**config.mk**
```make
export PLATFORM = sky130hd
export DESIGN_NAME = rgb565_to_bmp24_stream_top
export DESIGN_NICKNAME = d
export VERILOG_FILES = /design/src/sv/r2b_pkg.sv /design/src/sv/r2b_byte_seq.sv /design/src/sv/rgb565_to_bmp24_stream_top.sv
export SDC_FILE = /design/constraint.sdc
export NUM_CORES = 1
export LEC_CHECK = 0
export ABC_AREA = 1
export ABC_CLOCK_PERIOD_IN_PS = 17400
export BUFFER_PORTS_ARGS = -buffer_cell sky130_fd_sc_hd__buf_2
export CORE_MARGIN = 3
export CORE_UTILIZATION = 44
export CTS_CLUSTER_DIAMETER = 30
export DETAILED_ROUTE_END_ITERATION = 6
export GPL_ROUTABILITY_DRIVEN = 0
export PLACE_DENSITY = 0.71
export SYNTH_ARGS = -nofsm -noshare
export SYNTH_HDL_FRONTEND = slang
export SYNTH_SLANG_ARGS = --single-unit
```
**constraint.sdc**
```tcl
create_clock -name clk -period 17.4 [get_ports clk]
set_input_delay 3.48 -clock clk [delete_from_list [all_inputs] [get_ports clk]]
set_output_delay 3.48 -clock clk [all_outputs]
set_load 0.005 [all_outputs]
```
**src/sv/r2b_pkg.sv**
```systemverilog
// Shared types, constants and the header byte table of the RGB565 to BMP24 stream encoder.
package r2b_pkg;

	localparam int unsigned MAX_WIDTH  = 4096;
	localparam int unsigned MAX_HEIGHT = 4096;

	localparam int unsigned HDR_BYTES  = 54;
	localparam int unsigned INFO_BYTES = 40;
	localparam int unsigned BPP        = 24;

	typedef enum logic [1:0] {
		REG_FRAME_WIDTH  = 2'd0,
		REG_FRAME_HEIGHT = 2'd1,
		REG_SWAP_BYTES   = 2'd2
	} reg_idx_t;

	typedef struct packed {
		logic [7:0] blue;
		logic [7:0] green;
		logic [7:0] red;
		logic       hdr;
		logic [1:0] pad;
		logic       frame_end;
	} item_t;

	typedef struct packed {
		logic [26:0] img_size;
		logic [12:0] width;
		logic [12:0] height;
	} geom_t;

	function automatic logic [7:0] hdr_byte(input logic [5:0] idx, input geom_t g);
		logic [31:0] word;
		logic [1:0]  sel;
		logic [7:0]  res;
		word = 32'd0;
		sel  = idx[1:0] - 2'd2;
		res  = 8'd0;
		case (idx) inside
			6'd0:                  res = 8'h42;
			6'd1:                  res = 8'h4D;
			[6'd2:6'd5]:           word = 32'(HDR_BYTES) + {5'd0, g.img_size};
			6'd10:                 res = 8'(HDR_BYTES);
			6'd14:                 res = 8'(INFO_BYTES);
			[6'd18:6'd21]:         word = {19'd0, g.width};
			[6'd22:6'd25]:         word = 32'd0 - {19'd0, g.height};
			6'd26:                 res = 8'd1;
			6'd28:                 res = 8'(BPP);
			[6'd34:6'd37]:         word = {5'd0, g.img_size};
			default:               res = 8'd0;
		endcase
		if ((idx >= 6'd2 && idx <= 6'd5) || (idx >= 6'd18 && idx <= 6'd25) ||
				(idx >= 6'd34 && idx <= 6'd37)) begin
			res = word[{sel, 3'b000} +: 8];
		end
		return res;
	endfunction

endpackage

```
**src/sv/r2b_byte_seq.sv**
```systemverilog
// Byte sequencer: walks header, pixel and pad bytes of one item into a registered byte output.
module r2b_byte_seq (
	input  logic           clk,
	input  logic           arst_n,
	input  logic           item_valid,
	output logic           item_ready,
	input  r2b_pkg::item_t item,
	input  r2b_pkg::geom_t geom,
	output logic           m_tvalid,
	input  logic           m_tready,
	output logic [7:0]     m_tdata,
	output logic           m_tlast,
	output logic           m_tuser
);

	logic           busy_q;
	logic [5:0]     idx_q;
	r2b_pkg::item_t item_s2;
	logic           m_valid_q;
	logic [7:0]     m_data_q;
	logic           m_last_q;
	logic           m_user_q;

	logic           emit;
	logic           last_byte;
	logic [7:0]     byte_val;

	assign emit       = busy_q && (!m_valid_q || m_tready);
	assign last_byte  = idx_q == (6'd56 + {4'd0, item_s2.pad});
	assign item_ready = !busy_q || (emit && last_byte);

	always_comb begin
		case (idx_q) inside
			[6'd0:6'd53]: byte_val = r2b_pkg::hdr_byte(idx_q, geom);
			6'd54:        byte_val = item_s2.blue;
			6'd55:        byte_val = item_s2.green;
			6'd56:        byte_val = item_s2.red;
			default:      byte_val = 8'd0;
		endcase
	end

	always_ff @(posedge clk or negedge arst_n) begin
		if (!arst_n) begin
			busy_q    <= 1'b0;
			idx_q     <= 6'd0;
			m_valid_q <= 1'b0;
		end else begin
			if (item_valid && item_ready) begin
				busy_q <= 1'b1;
				idx_q  <= item.hdr ? 6'd0 : 6'd54;
			end else if (emit) begin
				if (last_byte) begin
					busy_q <= 1'b0;
				end
				idx_q <= idx_q + 6'd1;
			end
			if (emit) begin
				m_valid_q <= 1'b1;
			end else if (m_tready) begin
				m_valid_q <= 1'b0;
			end
		end
	end

	always_ff @(posedge clk) begin
		if (item_valid && item_ready) begin
			item_s2 <= item;
		end
		if (emit) begin
			m_data_q <= byte_val;
			m_last_q <= last_byte;
			m_user_q <= last_byte && item_s2.frame_end;
		end
	end

	assign m_tvalid = m_valid_q;
	assign m_tdata  = m_data_q;
	assign m_tlast  = m_last_q;
	assign m_tuser  = m_user_q;

endmodule

```
**src/sv/rgb565_to_bmp24_stream_top.sv**
```systemverilog
// Top level of the RGB565 to 24-bit top-down BMP stream encoder.
//
// channel   dir  handshake           payload
// s_*       in   s_tvalid/s_tready   s_tdata = pixel (RGB565)
// m_*       out  m_tvalid/m_tready   m_tdata = out_byte, m_tlast = run_last, m_tuser = frame_last
// apb       in   psel/penable/pready frame_width, frame_height, swap_bytes at 0x0, 0x4, 0x8
//
// One output byte leaves per cycle while m_tready is high; a pixel is 3 bytes, 3 + pad at a row end and
// 54 more for the header on the first pixel of a frame, all set by the byte sequencer.
// A new pixel is taken into the input register while the previous one is still being sent.
// Reset clears the counters and the handshake state and loads the register defaults.
// A stalled m_tready holds the output byte and backs up into s_tready after one pixel.
module rgb565_to_bmp24_stream_top (
	input  logic        clk,
	input  logic        arst_n,
	input  logic        s_tvalid,
	output logic        s_tready,
	input  logic [15:0] s_tdata,   // [15:0] pixel
	output logic        m_tvalid,
	input  logic        m_tready,
	output logic [7:0]  m_tdata,   // [7:0] out_byte
	output logic        m_tlast,
	output logic        m_tuser,   // [0] frame_last
	input  logic        psel,
	input  logic        penable,
	input  logic        pwrite,
	input  logic [3:0]  paddr,
	input  logic [31:0] pwdata,
	output logic [31:0] prdata,
	output logic        pready
);

	logic [12:0]    frame_width_q;
	logic [12:0]    frame_height_q;
	logic           swap_bytes_q;
	logic [11:0]    col_q;
	logic [11:0]    row_q;
	r2b_pkg::geom_t geom_q;
	r2b_pkg::item_t item_s1;
	logic           s1_valid_q;

	logic           cfg_wr;
	logic [12:0]    w_eff;
	logic [12:0]    h_eff;
	logic [13:0]    line_bytes;
	logic [1:0]     pad;
	logic [13:0]    stride;
	logic [15:0]    px;
	logic           row_end;
	logic           frame_end;
	logic           s_accept;
	logic           seq_ready;
	r2b_pkg::item_t item_d;

	assign pready = 1'b1;
	assign cfg_wr = psel && penable && pwrite && pready;

	always_ff @(posedge clk or negedge arst_n) begin
		if (!arst_n) begin
			frame_width_q  <= 13'd320;
			frame_height_q <= 13'd240;
			swap_bytes_q   <= 1'b0;
		end else if (cfg_wr) begin
			case (paddr[3:2])
				r2b_pkg::REG_FRAME_WIDTH:  frame_width_q  <= pwdata[12:0];
				r2b_pkg::REG_FRAME_HEIGHT: frame_height_q <= pwdata[12:0];
				r2b_pkg::REG_SWAP_BYTES:   swap_bytes_q   <= pwdata[0];
				default: ;
			endcase
		end
	end

	always_comb begin
		case (paddr[3:2])
			r2b_pkg::REG_FRAME_WIDTH:  prdata = {19'd0, frame_width_q};
			r2b_pkg::REG_FRAME_HEIGHT: prdata = {19'd0, frame_height_q};
			r2b_pkg::REG_SWAP_BYTES:   prdata = {31'd0, swap_bytes_q};
			default:                   prdata = 32'd0;
		endcase
	end

	always_comb begin
		if (frame_width_q == 13'd0) begin
			w_eff = 13'd1;
		end else if (frame_width_q > 13'(r2b_pkg::MAX_WIDTH)) begin
			w_eff = 13'(r2b_pkg::MAX_WIDTH);
		end else begin
			w_eff = frame_width_q;
		end
		if (frame_height_q == 13'd0) begin
			h_eff = 13'd1;
		end else if (frame_height_q > 13'(r2b_pkg::MAX_HEIGHT)) begin
			h_eff = 13'(r2b_pkg::MAX_HEIGHT);
		end else begin
			h_eff = frame_height_q;
		end
	end

	assign line_bytes = {1'b0, w_eff} + {w_eff, 1'b0};
	assign pad        = 2'd0 - line_bytes[1:0];
	assign stride     = line_bytes + {12'd0, pad};

	always_ff @(posedge clk) begin
		geom_q.img_size <= {13'd0, stride} * {14'd0, h_eff};
		geom_q.width    <= w_eff;
		geom_q.height   <= h_eff;
	end

	assign px        = swap_bytes_q ? {s_tdata[7:0], s_tdata[15:8]} : s_tdata;
	assign row_end   = ({1'b0, col_q} + 13'd1) >= w_eff;
	assign frame_end = row_end && (({1'b0, row_q} + 13'd1) >= h_eff);

	always_comb begin
		item_d.red       = {px[15:11], px[15:13]};
		item_d.green     = {px[10:5], px[10:9]};
		item_d.blue      = {px[4:0], px[4:2]};
		item_d.hdr       = (col_q == 12'd0) && (row_q == 12'd0);
		item_d.pad       = row_end ? pad : 2'd0;
		item_d.frame_end = frame_end;
	end

	assign s_tready = !s1_valid_q || seq_ready;
	assign s_accept = s_tvalid && s_tready;

	always_ff @(posedge clk or negedge arst_n) begin
		if (!arst_n) begin
			col_q      <= 12'd0;
			row_q      <= 12'd0;
			s1_valid_q <= 1'b0;
		end else begin
			if (s_accept) begin
				s1_valid_q <= 1'b1;
				if (row_end) begin
					col_q <= 12'd0;
					row_q <= frame_end ? 12'd0 : row_q + 12'd1;
				end else begin
					col_q <= col_q + 12'd1;
				end
			end else if (seq_ready) begin
				s1_valid_q <= 1'b0;
			end
		end
	end

	always_ff @(posedge clk) begin
		if (s_accept) begin
			item_s1 <= item_d;
		end
	end

	r2b_byte_seq u_seq (
		.clk        (clk),
		.arst_n     (arst_n),
		.item_valid (s1_valid_q),
		.item_ready (seq_ready),
		.item       (item_s1),
		.geom       (geom_q),
		.m_tvalid   (m_tvalid),
		.m_tready   (m_tready),
		.m_tdata    (m_tdata),
		.m_tlast    (m_tlast),
		.m_tuser    (m_tuser)
	);

	a_user_implies_last: assert property (@(posedge clk) disable iff (!arst_n)
		m_tvalid && m_tuser |-> m_tlast)
		else $error("frame_last without run_last");

	a_stall_needs_item: assert property (@(posedge clk) disable iff (!arst_n)
		!s_tready |-> s1_valid_q)
		else $error("input stalled with empty input register");

	a_header_on_origin: assert property (@(posedge clk) disable iff (!arst_n)
		s_accept && col_q == 12'd0 && row_q == 12'd0 |=> s1_valid_q && item_s1.hdr)
		else $error("first pixel of frame lost its header flag");

endmodule

```
==> results.json <==
{
  "cts-resized-gates": 0,
  "clkTransAtPathRegs_ns": 0.07,
  "critPathMaxStageDelay_ns": 0.57,
  "yosysWarnings": 0,
  "min_period_ns": 8.29,
  "fp.dieH_um": 193,
  "area_growth_pct": 8.40,
  "tightest_slew_ns": 1.34,
  "synthTopCellsByArea": "fa_1 16%, nand2_1 11%, edfxtp_1 9.6%",
  "yosysTopAreaCell": "fa_1",
  "ys_types": 58,
  "grt_util_all_layers_pct": 21.9,
  "synth_edf_count": 49,
  "critPathSlowestCell": "fa_1",
  "ir_drop_mv": 0.142,
  "place_area_mm2": 0.0160,
  "numCtsBuffers": 17,
  "cts_buffer_depth": 2,
  "antenna_found_initial": 0,
  "grt_start_max_net_pins": 61,
  "finalCritPeriodShare_pct": 47.7,
  "fmax_ghz": 0.121,
  "routed_wl_um": 39800,
  "setup_violations": 0,
  "syn_avg_cell_area_um2": 7.57,
  "async_flop_share_pct": 37.3,
  "ant_nets": 0,
  "dieArea_mm2": 0.0371,
  "cp_max_fo": 7,
  "std_cell_rows": 67,
  "initial_core_util_pct": 45.2,
  "cts_setup_buffers": 0,
  "hold_viol": 0,
  "power.leakage_nw": 8.52,
  "design_area_mm2": 0.0166,
  "viasPerCell": 5.31,
  "die_w_um": 193,
  "clock_skew_ns": 0.0134,
  "drv_cap": 0,
  "path_buf_inv": 8,
  "core_area_mm2": 0.0339,
  "drc": 0,
  "fin_setup_tns_ns": 0,
  "yosysSeqAreaShare_pct": 26.3,
  "h-tree-depth": 4,
  "routedWlPerCell_um": 15.7,
  "port_buffers": 62,
  "grt.overflow.total": 0,
  "hold_class": "register to register",
  "fin_nets": 2380,
  "clkLatencyLatePin_ns": 0.44,
  "power.density_mw_per_mm2": 219,
  "via_count": 13500,
  "synth_area_mm2": 0.0153,
  "ys_seq_elements": 161,
  "layout-drive-gt1-share_pct": 7.35,
  "cts.sinks": 161,
  "grt_pass1_wl_um": 64800,
  "cts_tree": "built",
  "dp_hpwl_um": 31700,
  "diodes": 0,
  "status": "finished clean",
  "first_iter_violations": 1073,
  "total_power_mw": 3.64,
  "syn_inst": 2022,
  "ys.flop_type": "dfrtp_1",
  "arrival_ns": 8.62,
  "relSlewSlack_pct": 10.7,
  "hold_buffers": 0,
  "start_kind": "register",
  "rsz0062_at_grt": "no",
  "crit_family": "adder cells",
  "firstDrtPassIters": 6,
  "worstSetupEndpointType": "register",
  "ios": 104,
  "yosysTopAreaCellShare_pct": 16.0,
  "required_ns": 17.73,
  "critPathKind": "register to register",
  "clockRootBuffer": "clkbuf_16",
  "drv_slew": 0,
  "grt_pass1_vias": 13200
}
## power by group
part	internal [mW]	switching, mW
clock	0.203	0.169
sequential	0.537	0.0969
combinational	0.931	1.70
## cell usage after synthesis, types with 6 or more instances
cell type,instances
nor4_1,10
inv_2,9
xor2_1,36
inv_1,371
nand2_1,436
o22ai_1,20
a21oi_1,84
dfrtp_1,54
nor2_1,203
a31oi_1,11
nand3_1,126
ha_1,117
xnor2_1,10
a21oi_2,6
buf_4,23
o211ai_1,6
dfstp_2,6
nand4_1,25
buf_2,8
fa_1,122
clkbuf_1,26
nor3_1,21
nand3b_1,6
o21ai_0,109
dfxtp_1,52
or2_2,8
nand2_2,11
edfxtp_1,49
## cell type report
cell class | count | area, µm²
tap | 448 | 561
sequential | 161 | 4020
clock inverter | 14 | 146
timing repair buffer | 70 | 370
multi-input combinational | 1447 | 9620
fill | 3293 | 17300
clock buffer | 18 | 429
inverter | 385 | 1450
## per-stage QoR
| stage | hold WS [ns] | utilization (%) | std cells | setup WS (ns) |
|---|---|---|---|---|
| 3_5_place_dp | 0.405 | 47.3 | 2511 | 9.29 |
| 4_1_cts | 0.420 | 49.0 | 2543 | 9.23 |
| 6_report | 0.419 | 49.0 | 2543 | 9.11 |
| 3_3_place_gp | 0.401 | 47.3 | 2511 | 9.33 |
| 2_1_floorplan | 0.400 | - | 2053 | 9.85 |
| 5_1_grt | 0.426 | 49.0 | 2543 | 8.55 |
## layout by cell type, fill, tap and decap left out, types with 25 or more instances in the layout
cell type,n
dfxtp_1,52
a21oi_1,84
ha_1,117
buf_2,62
nor2_1,203
o21ai_0,109
conb_1,33
inv_1,371
xor2_1,36
fa_1,122
nand2_1,436
edfxtp_1,49
nand3_1,126
dfrtp_1,54
nand4_1,25
## logic make-up (layout without fill, tap and decap cells)
family	after synthesis	count (layout)	synth area share, %
AO/OA/AOI/OAI	266	266	9.75
XOR/XNOR	47	47	2.74
adder cells (fa/ha/maj)	239	239	25.5
buffers and inverters	445	487	11.6
flip-flops	161	161	26.3
other	2	33	0.0491
AND/OR/NAND/NOR	862	862	24.0
## worst reg2reg max path: cells and delay by family, from the launching register on
family,cells,cell delay [ns]
flip-flops,1,0.39
XOR/XNOR,1,0.36
AND/OR/NAND/NOR,23,2.88
adder cells (fa/ha/maj),7,3.39
buffers and inverters,8,0.77
AO/OA/AOI/OAI,2,0.39
## registers in the layout, indices dropped and copies added, names as in the netlist
register,count
geom_q,52
u_seq.m_tuser,1
u_seq.busy_q,1
col_q,12
u_seq.m_tlast,1
frame_height_q,13
swap_bytes_q,1
u_seq.m_tvalid,1
row_q,12
u_seq.item_s2,19
u_seq.idx_q,6
s1_valid_q,1
item_s1,20
u_seq.m_tdata,8
frame_width_q,13
## routing by layer
layer,GRT usage [%],part of all wire (%)
met1,30.1,43
met3,3.51,8.1
met4,6.30,2.3
met2,35.8,46
met5,0,0
## final timing paths
check / start / to / slack (ns) / cells past startpoint
min in group asynchronous: arst_n / swap_bytes_q$_DFFE_PN0P_ / 3.20 / 2
min reg2reg: item_s1[22]$_DFFE_PP_ / u_seq.item_s2[22]$_DFFE_PP_ / 0.42 / 0
max reg2reg: frame_width_q[3]$_DFFE_PN0P_ / geom_q[49]$_DFF_P_ / 9.11 / 41
max: frame_width_q[3]$_DFFE_PN0P_ / geom_q[49]$_DFF_P_ / 9.11 / 41
min: item_s1[22]$_DFFE_PP_ / u_seq.item_s2[22]$_DFFE_PP_ / 0.42 / 0
max in group asynchronous: arst_n / col_q[3]$_DFFE_PN0P_ / 13.70 / 2
(Power assumes the default switching activity.)
